File: src/rtl/mtfm_ram.sv
// ============================================================================
// mtfm_ram
// Generic single-port-write, single-port-read RAM with registered read.
// ============================================================================
module mtfm_ram #(
    parameter int WIDTH = 8,
    parameter int DEPTH = 128
) (
    input  logic                     clk,
    input  logic                     we,
    input  logic [$clog2(DEPTH)-1:0] waddr,
    input  logic [WIDTH-1:0]         wdata,
    input  logic [$clog2(DEPTH)-1:0] raddr,
    output logic [WIDTH-1:0]         rdata
);

    logic [WIDTH-1:0] mem [DEPTH];

    always_ff @(posedge clk)
    begin
        if (we)
        begin
            mem[waddr] <= wdata;
        end
        rdata <= mem[raddr];
    end

endmodule

File: config.mk
export PLATFORM = sky130hd
export DESIGN_NAME = mtfm_ram
export DESIGN_NICKNAME = d
export VERILOG_FILES = /design/src/rtl/mtfm_ram.sv
export SDC_FILE = /design/constraint.sdc
export NUM_CORES = 1
export LEC_CHECK = 0
export ABC_CLOCK_PERIOD_IN_PS = 3450
export BUFFER_PORTS_ARGS = -buffer_cell sky130_fd_sc_hd__buf_4
export CORE_MARGIN = 1
export CORE_UTILIZATION = 23
export CTS_BUF_LIST = sky130_fd_sc_hd__clkbuf_4
export CTS_CLUSTER_DIAMETER = 40
export DETAILED_ROUTE_END_ITERATION = 7
export PLACE_DENSITY_LB_ADDON = 0.3
export SLEW_MARGIN = 5
export SYNTH_ARGS = -nofsm -noshare
export SYNTH_HDL_FRONTEND = slang
export SYNTH_SLANG_ARGS = --single-unit
export TNS_END_PERCENT = 10
File: constraint.sdc
create_clock -name clk -period 3.45 [get_ports clk]
set_clock_uncertainty 0.15 [all_clocks]
set_input_delay 0.69 -clock clk [delete_from_list [all_inputs] [get_ports clk]]
set_output_delay 0.69 -clock clk [all_outputs]
set_load 0.05 [all_outputs]
==> metrics.txt <==
status=finished with violations; failing checks=DRC; Root Buffer=clkbuf_4; number of global-route vias before repair=21004; cell family with most CP delay=multiplexers; boundary pin count=32; WP buf/inv=1; Critical Path Start=mem[109][3]; Max FO, Critical Path=1; fin. max-slew vios=0; Die ar.=approximately 170000 um2; leakage power figure=about 0.015 uW; Final nets=about 2100; multi-input logic area=8350 um2; clk_lat worst skew=roughly 1200 ps; CTS tree=done; initial core utilization=approximately 23%; IO Port Bufs=31; Die Wd=about 420 um; CP Capture Type=flop; worst-margin pin slew=approximately 880 ps; worst path required time=approximately 4400 ps; hold_ws=246 ps; first-iteration detailed-routing DRC count=1417; Final Cycle Share=~91%; Max stage delay on crit path=between 500 and 600 ps; aggregate routed wire length=104 mm; core area=approximately 170000 um2; Post-CTS Setup Bufs=0; RSZ-0062 raised after global routing=no; drt first pass iters=7; CTS buffer count=about 280; reg2reg start=mem[109][3]; Slew HR=40.8%; commonest non-fill, non-tap cell in the layout=edfxtp_1; Setup CP Type=flop to flop; Avg WL per Cell=about 23 um; Clock Pin Slew Worst Setup and Hold Paths=around 70 ps; placed standard-cell area=between 40000 and 50000 um2; Post-Synthesis Cells=about 1600; Hold Path Class=input port to flop; share of layout cells above drive strength 1=between 40 and 50%; total track usage=12.1%; arrival time at the worst endpoint=about 4000 ps; sequential area share after synthesis=between 70% and 80%; Die Ht=417 um; Fmax=~320 MHz; Tmin final=3120 ps; Power Density=~530 nW/um2; VDD IR-drop max=slightly above 0.0003 V; Sink Count=1032; vias per cell=about 4.2; Max Cap Viol=0; Avg Cell Area, Syn=24.3 um2; Final Hold Viols=0; first-pass GRT wire length=between 150 and 200 mm; CP dominant cell by count=mux4_2; synthesized area=about 40000 um2; Synth Net Count=between 1500 and 2000; DP HPWL=approximately 68 mm; DR DRC count=2; Syn. warnings=0; vias post-DR=19337; grt ovf=0; Max stage delay cell, worst path=mux4_2; synthesized flop and latch total=about 1000; largest net degree at the start of global routing=slightly below 90; synth unique cells=17; cts hold-fix bufs=20; CP Cell Sequence=mux4_2 > mux4_2 > mux4_2 > mux2_2 > dlygate4sd3_1; most frequent cells in the layout=edfxtp_1 (1024), clkbuf_4 (392), mux4_2 (336); Hold Startpoint=raddr[3]; P&R area growth vs syn=21.2%; routability cong.=about 0.77; FF+latch area=approximately 31000 um2; setup violators final=0; row cnt=~150; element type at the critical path start=flop; Post-CTS Resized=0; post-route cell area=approximately 48000 um2; htree depth=5; antenna violations before repair=13; Clock Path Buffers=4; post-route ant nets=0; FILL cells=approximately 17000
==> Yosys cell counts <==
master       n  area [um2]
mux4_2     336        7570
mux2_2       8        90.1
buf_6        1        11.3
nor3_1       9        45.0
buf_4       11        82.6
clkbuf_1    44         165
nand2b_1     2        12.5
buf_1       18        67.6
nand4_1      3        18.8
nand3_1     12        60.1
nor2b_1      7        43.8
nor2_1     122         458
edfxtp_1  1024       30700
buf_2       15        75.1
nand2_1     14        52.6
dfxtp_1      8         160
or3_1        1        6.26
==> layout make-up <==
cell class,count,share of cell area [%]
diodes,5,0.0260
clock buffers,392,6.12
multi-input cells,514,17.4
well taps,2310,6.01
flip-flops and latches,1032,64.3
clock inverters,58,0.648
repair buffers,280,5.55
==> final timing paths <==
check	endpoint	slack (ps)	cells after the start
worst min-delay path	rdata[4]	250	3
worst min register to register	rdata[2]	1000	4
worst max-delay path	rdata[3]	330	5
worst max register to register	rdata[3]	330	5
==> worst reg2reg max path, cell delays in order, from the launching register on <==
cell and delay, ps:
edfxtp_1 360, mux4_2 540, mux4_2 540, mux4_2 580, mux2_2 300, dlygate4sd3_1 560
==> through the flow <==
step                instances  utilization, %  TNS (ps)  setup slack (ps)  power, uW
floorplan                1635               -         0               106      14900
global placement         4116            26.0      -636              -135      15700
detailed placement       4116            26.0      -575              -142      15700
CTS                      4586            28.1         0               261      26100
global route             4589            28.1         0               257      26700
finish                   4591            28.1         0               328      25600
==> power by group <==
group / switching, uW / total [uW] / internal, uW
Combinational: 888 / 1530 / 646
Sequential: 46.9 / 13900 / 13800
Clock: 4790 / 10200 / 5420
Total: 5720 / 25600 / 19900
==> logic make-up (layout without fill, tap and decap cells) <==
family | Yosys count | after routing | synth area share (%)
muxes | 344 | 344 | 19.3
DFF | 1032 | 1032 | 77.9
other | 0 | 5 | 0
buffers and inverters | 89 | 730 | 1.01
and+or+nand+nor | 170 | 170 | 1.76
==> flip-flops by register name (all words and copies together) (netlist names) <==
name	cells
rdata	8
mem	1024
==> layer usage <==
layer / routed length [um] / GRT usage [%]
met1: 43700 / 15.3
met2: 52800 / 20.1
met3: 5820 / 2.89
met4: 1820 / 4.08
met5: 23 / 0
Note: power is estimated with default switching activity, not from simulation.
