`config.mk`:
```
export PLATFORM = sky130hd
export DESIGN_NAME = mtfm_walker
export DESIGN_NICKNAME = d
export VERILOG_FILES = /design/src/rtl/mtfm_pkg.sv /design/src/rtl/mtfm_walker.sv
export SDC_FILE = /design/constraint.sdc
export NUM_CORES = 1
export LEC_CHECK = 0
export BUFFER_PORTS_ARGS = -buffer_cell sky130_fd_sc_hd__buf_2
export CAP_MARGIN = 40
export CORE_ASPECT_RATIO = 1.1
export CORE_MARGIN = 4
export CORE_UTILIZATION = 41
export CTS_CLUSTER_SIZE = 8
export DETAILED_ROUTE_END_ITERATION = 6
export PLACE_DENSITY = 0.71
export SLEW_MARGIN = 20
export SYNTH_ARGS = -nofsm -noshare
export SYNTH_HDL_FRONTEND = slang
export SYNTH_SLANG_ARGS = --single-unit
```
`constraint.sdc`:
```
create_clock -name clk -period 8.22 [get_ports clk]
set_input_delay 0.411 -clock clk [delete_from_list [all_inputs] [get_ports clk]]
set_output_delay 0.411 -clock clk [all_outputs]
set_load 0.01 [all_outputs]
```
`src/rtl/mtfm_pkg.sv`:
```
// ============================================================================
// mtfm_pkg
// Shared constants and types for the topic filter matcher.
// ============================================================================
package mtfm_pkg;

    localparam int MAX_SUBS = 8;
    localparam int MAX_LEN  = 128;

    localparam int SLOT_W  = (MAX_SUBS > 1) ? $clog2(MAX_SUBS) : 1;
    localparam int CNT_W   = $clog2(MAX_SUBS + 1);
    localparam int POS_W   = $clog2(MAX_LEN);
    localparam int BLEN_W  = $clog2(MAX_LEN + 1);
    localparam int FADDR_W = $clog2(MAX_SUBS * MAX_LEN);
    localparam int MASK_W  = 8;

    localparam logic [7:0] CH_HASH  = 8'h23;
    localparam logic [7:0] CH_PLUS  = 8'h2B;
    localparam logic [7:0] CH_SLASH = 8'h2F;

    localparam logic OP_FILTER = 1'b0;
    localparam logic OP_TOPIC  = 1'b1;

    localparam logic [1:0] ST_MATCH    = 2'd0;
    localparam logic [1:0] ST_STORED   = 2'd1;
    localparam logic [1:0] ST_FULL     = 2'd2;
    localparam logic [1:0] ST_TOO_LONG = 2'd3;

    typedef enum logic [2:0] {
        S_IDLE,
        S_SLOT,
        S_READ,
        S_CHECK,
        S_PLUS,
        S_DONE
    } state_t;

    // matcher control
    typedef struct packed {
        logic start;
        logic busy;
        logic done;
    } walk_ctl_t;

endpackage

```
`src/rtl/mtfm_walker.sv`:
```
// ============================================================================
// mtfm_walker
// Sequencer that walks each stored filter against the buffered topic,
// one character compare per step, using registered-read memory ports.
// ============================================================================
module mtfm_walker
    import mtfm_pkg::*;
(
    input  logic                clk,
    input  logic                rst_n,
    input  logic                start,
    input  logic [CNT_W-1:0]    filter_count,
    input  logic [POS_W-1:0]    topic_length,
    input  logic [POS_W-1:0]    flen_rd,
    input  logic [7:0]          fdata,
    input  logic [7:0]          fdata_nx,
    input  logic [7:0]          tdata,
    output logic [SLOT_W-1:0]   slot,
    output logic [POS_W:0]      fpos,
    output logic [POS_W:0]      tpos,
    output walk_ctl_t           ctl,
    output logic [MASK_W-1:0]   mask
);

    state_t              state_reg, state_next;
    logic [SLOT_W:0]     slot_reg, slot_next;
    logic [POS_W:0]      fi_reg, fi_next;
    logic [POS_W:0]      ti_reg, ti_next;
    logic [POS_W:0]      fl_reg, fl_next;
    logic [MASK_W-1:0]   mask_reg, mask_next;

    logic [POS_W:0] tl;
    logic f_end, f1_end, t_end;
    logic hit, miss;
    logic [MASK_W-1:0] bit_sel;

    assign tl     = {1'b0, topic_length};
    assign f_end  = (fi_reg >= fl_reg);
    assign f1_end = (fi_reg + 1'b1 >= fl_reg);
    assign t_end  = (ti_reg >= tl);

    always_ff @(posedge clk or negedge rst_n)
    begin
        if (!rst_n)
        begin
            state_reg <= S_IDLE;
            slot_reg  <= '0;
            fi_reg    <= '0;
            ti_reg    <= '0;
            fl_reg    <= '0;
            mask_reg  <= '0;
        end
        else
        begin
            state_reg <= state_next;
            slot_reg  <= slot_next;
            fi_reg    <= fi_next;
            ti_reg    <= ti_next;
            fl_reg    <= fl_next;
            mask_reg  <= mask_next;
        end
    end

    always_comb
    begin
        bit_sel = '0;
        if (int'(slot_reg) < MASK_W)
        begin
            bit_sel[slot_reg[$clog2(MASK_W)-1:0]] = 1'b1;
        end
    end

    always_comb
    begin
        state_next = state_reg;
        slot_next  = slot_reg;
        fi_next    = fi_reg;
        ti_next    = ti_reg;
        fl_next    = fl_reg;
        mask_next  = mask_reg;
        hit        = 1'b0;
        miss       = 1'b0;
        case (state_reg)
            S_IDLE:
            begin
                if (start)
                begin
                    slot_next  = '0;
                    mask_next  = '0;
                    state_next = S_SLOT;
                end
            end
            S_SLOT:
            begin
                // flen read address is slot; data valid next cycle
                if ({1'b0, slot_reg} >= {1'b0, CNT_W'(filter_count)} ||
                    slot_reg >= MASK_W)
                begin
                    state_next = S_DONE;
                end
                else
                begin
                    fi_next    = '0;
                    ti_next    = '0;
                    state_next = S_READ;
                end
            end
            S_READ:
            begin
                fl_next    = {1'b0, flen_rd};
                state_next = S_CHECK;
            end
            S_CHECK:
            begin
                // fdata = filter[fi], fdata_nx = filter[fi+1], tdata = topic[ti]
                if (f_end)
                begin
                    if (t_end) hit = 1'b1;
                    else       miss = 1'b1;
                end
                else if (fdata == CH_HASH)
                begin
                    hit = 1'b1;
                end
                else if (fdata == CH_SLASH && !f1_end && fdata_nx == CH_HASH && t_end)
                begin
                    hit = 1'b1;
                end
                else if (fdata == CH_PLUS)
                begin
                    fi_next    = fi_reg + 1'b1;
                    state_next = S_PLUS;
                end
                else if (t_end || fdata != tdata)
                begin
                    miss = 1'b1;
                end
                else
                begin
                    fi_next    = fi_reg + 1'b1;
                    ti_next    = ti_reg + 1'b1;
                    state_next = S_READ;
                    fl_next    = fl_reg;
                end
            end
            S_PLUS:
            begin
                // skip topic level; fdata now = filter[fi] after '+'
                if (!t_end && tdata != CH_SLASH)
                begin
                    ti_next = ti_reg + 1'b1;
                    state_next = S_PLUS;
                end
                else if (f_end && t_end)
                begin
                    hit = 1'b1;
                end
                else if (f_end || t_end || fdata != tdata)
                begin
                    miss = 1'b1;
                end
                else
                begin
                    fi_next    = fi_reg + 1'b1;
                    ti_next    = ti_reg + 1'b1;
                    state_next = S_READ;
                end
            end
            S_DONE:
            begin
                state_next = S_IDLE;
            end
            default:
            begin
                state_next = S_IDLE;
            end
        endcase
        if (hit || miss)
        begin
            if (hit) mask_next = mask_reg | bit_sel;
            slot_next  = slot_reg + 1'b1;
            state_next = S_SLOT;
        end
        // S_READ re-reads memories: keep fl when looping within a filter
        if (state_reg == S_READ && (fi_reg != '0 || ti_reg != '0))
        begin
            fl_next = fl_reg;
        end
    end

    assign slot      = slot_reg[SLOT_W-1:0];
    assign fpos      = fi_next;
    assign tpos      = ti_next;
    assign ctl.start = start;
    assign ctl.busy  = (state_reg != S_IDLE);
    assign ctl.done  = (state_reg == S_DONE);
    assign mask      = mask_reg;

endmodule

```
==> out/summary.txt <==
GRT overflow: 0
post-synthesis sequential area ratio: 32.0%
leading cell type in the layout, fill and taps excluded: buf_2
Clock Skews: 0.00749 ns
CTS tree: built
Pwr Total: 0.883 mW
clk slew on worst S/H paths: 0.08 ns
most frequent cells in the layout: buf_2 (74), dfrtp_1 (38), inv_1 (34), ha_1 (31), nand2_1 (25)
Initial Util: 42.2%
Clock Path Buffers: 2
slowest cell on the critical path: a211oi_2
initial antenna violation count: 0
nets: 472
Seq pwr share: 31.9%
first-pass GRT wire length: 12.3 mm
Max stage delay on crit path: 0.53 ns
clock share of power: 22.3%
Net Switching: 0.356 mW
Worst path top cell family by delay: compound AO/OA/AOI/OAI gates
max cap viols: 0
Slew Limit Fails: 0
Die Width: 89.2 um
critical path class: flip-flop to output pin
Internal Pwr Total: 0.527 mW
Leak: 1.82 nW
Syn Inst Count: 325
Syn-to-layout area delta: 20.1%
Post-Syn Area per Cell: 9.15 um^2
Worst path most repeated cell: a21o_1
startpoint types: flip-flop
RSZ-0062 raised after global routing: false
cts bufs inserted: 5
row count: 32
peak supply drop: 0.145 mV
dpl cells: 474
core region area: 7050 um^2
post-synth top area share: 32.0%
Max Fclk: 269 MHz
post-cts resize count: 0
DR vias/cell: 5.53
vias in the first global route: 2,587
Combinational Power Share: 45.8%
die area: 8680 um^2
worst slew pin tran: 0.694 ns
H-Tree Level Count: 2
Final Hold Viols: 0
Cell variety after synth: 67
Post-CTS Setup Inserts: 0
Cell Area, Synth: 2970 um^2
largest area contributor in the netlist: dfrtp_1
setup violators final: 0
critical path arrival: 3.31 ns
switch share: 40.3%
routability congestion estimate: 0.890
IO buf count: 74
Detailed Route Iter0 Violations: 197
setup TNS: 0 ns
pwr dens: 247 nW/um^2
filler instances: 666
pin count of the biggest net entering global routing: 21
layout cells sized above 1: 26.7%
Setup WS post-layout: 4.50 ns
Synth area leaders: dfrtp_1 (32%), ha_1 (13%), inv_1 (4.3%), nand2_1 (3.2%), o21ai_0 (3.0%)
final core utilization: 50.7%
Worst-Skew Late Latency: 0.29 ns
post-placement cell area: 3430 um^2
# clock sinks: 38
via count: 2,666
final hold slack: 0.0589 ns
Final Cycle Share: 45.3%
DRT Pass-1 Iters: 4
number of enable flip-flop cells after synthesis: 0
n_diodes: 0
CP bufs+invs: 2
Synth Warn #: 0
pre-CTS WS: 4.84 ns
CP max FO: 11
DR DRC count: 0
Post-synth ARST share: 100%
critical path capture point type: output pin
Hold Path Class: input port to asynchronous set/reset pin
Final Critical Period: 3.72 ns
post-DP HPWL: 5.88 mm
CTS Hold Bufs: 0
CP Cell Sequence: inv_1 > ha_1 > nand2b_1 > a21o_1 > a21o_1 > a211oi_2 > nand3b_1 > mux2_2 > a21o_1 > buf_2
routed len/inst: 15.3 um
Routed WL: 7.35 mm
status: finished, final reports clean
r2r startpoint: fi_reg[0]$_DFF_PN0_
Die Y: 97.3 um
Non-Filler Instances: 482
Post-synth top flop: dfrtp_1
Total Routing Usage GR: 17.5%
# IOs: 75
Final ANT Viol Nets: 0
critical path data required time: 7.81 ns
Slew HR: 53.3%
final instance area: 3570 um^2
clock root buffer: clkbuf_8
Seq cells post-synth: 38
syn nets: 401
critical path startpoint: slot_reg[0]$_DFFE_PN0P_
==> metal layers <==
metal  vias up  share of wire (%)  global-route usage [%]
met5         -                  0                       0
met4         0                1.9                    5.27
met3        11                6.3                    2.97
met2        80                 47                    27.6
met1      1248                 45                    24.4
li1       1327                  -                       -
==> synth_stat cells, types with 3 or more instances <==
master / number
nor4_1: 5
buf_4: 4
xnor2_1: 3
o21a_1: 3
a21o_1: 6
or3_1: 3
nor3_1: 9
nand3_1: 13
nand4_1: 4
o211ai_1: 5
mux2i_1: 4
buf_2: 5
nand2b_1: 7
clkbuf_1: 3
a21oi_1: 13
and2_1: 3
a32o_1: 4
and3_1: 4
ha_1: 31
nor4b_1: 3
nand2_1: 25
o21ai_0: 18
dfrtp_1: 38
mux2_2: 3
xor2_1: 10
inv_1: 34
o31ai_1: 5
a211oi_1: 4
nor2_1: 12
==> logic make-up after synthesis <==
group	count (synthesis)	share of synthesized area (%)
AOI/OAI and AO/OA	84	21.3
xor gates and xnor gates	13	3.83
adders and majority gates	31	13.0
buffers and inverters	47	6.69
DFF	38	32.0
muxes	8	2.99
and+or+nand+nor	104	20.1
==> final timing paths <==
check | cells past startpoint | to | slack [ns]
max | 10 | fpos[2] | 4.50
min | 1 | mask[3]$_DFF_PN0_ | 0.06
max reg2reg | 12 | slot_reg[1]$_DFFE_PN0P_ | 4.89
min reg2reg | 2 | mask[3]$_DFF_PN0_ | 0.48
max in group asynchronous | 2 | fi_reg[2]$_DFF_PN0_ | 7.69
min in group clk | 3 | fl_reg[1]$_DFFE_PN0P_ | 0.33
==> power by group through the flow <==
stage / combinational, mW / sequential, mW / clock [mW]
3_3_place_gp: 0.394 / 0.283 / 0
3_5_place_dp: 0.404 / 0.285 / 0
2_1_floorplan: 0.308 / 0.262 / 0
5_1_grt: 0.454 / 0.291 / 0.208
4_1_cts: 0.407 / 0.281 / 0.201
6_report: 0.405 / 0.282 / 0.197
==> final cells by class <==
cell class	count	area, um^2	share of cell area [%]
inverter	34	128	3.58
clock buffer	6	82.6	2.31
sequential	38	951	26.6
clock inverter	2	60.1	1.68
tap	85	106	2.98
multi-input combinational	240	1830	51.2
timing repair buffer	77	413	11.6
Note: power is estimated with default switching activity, not from simulation.
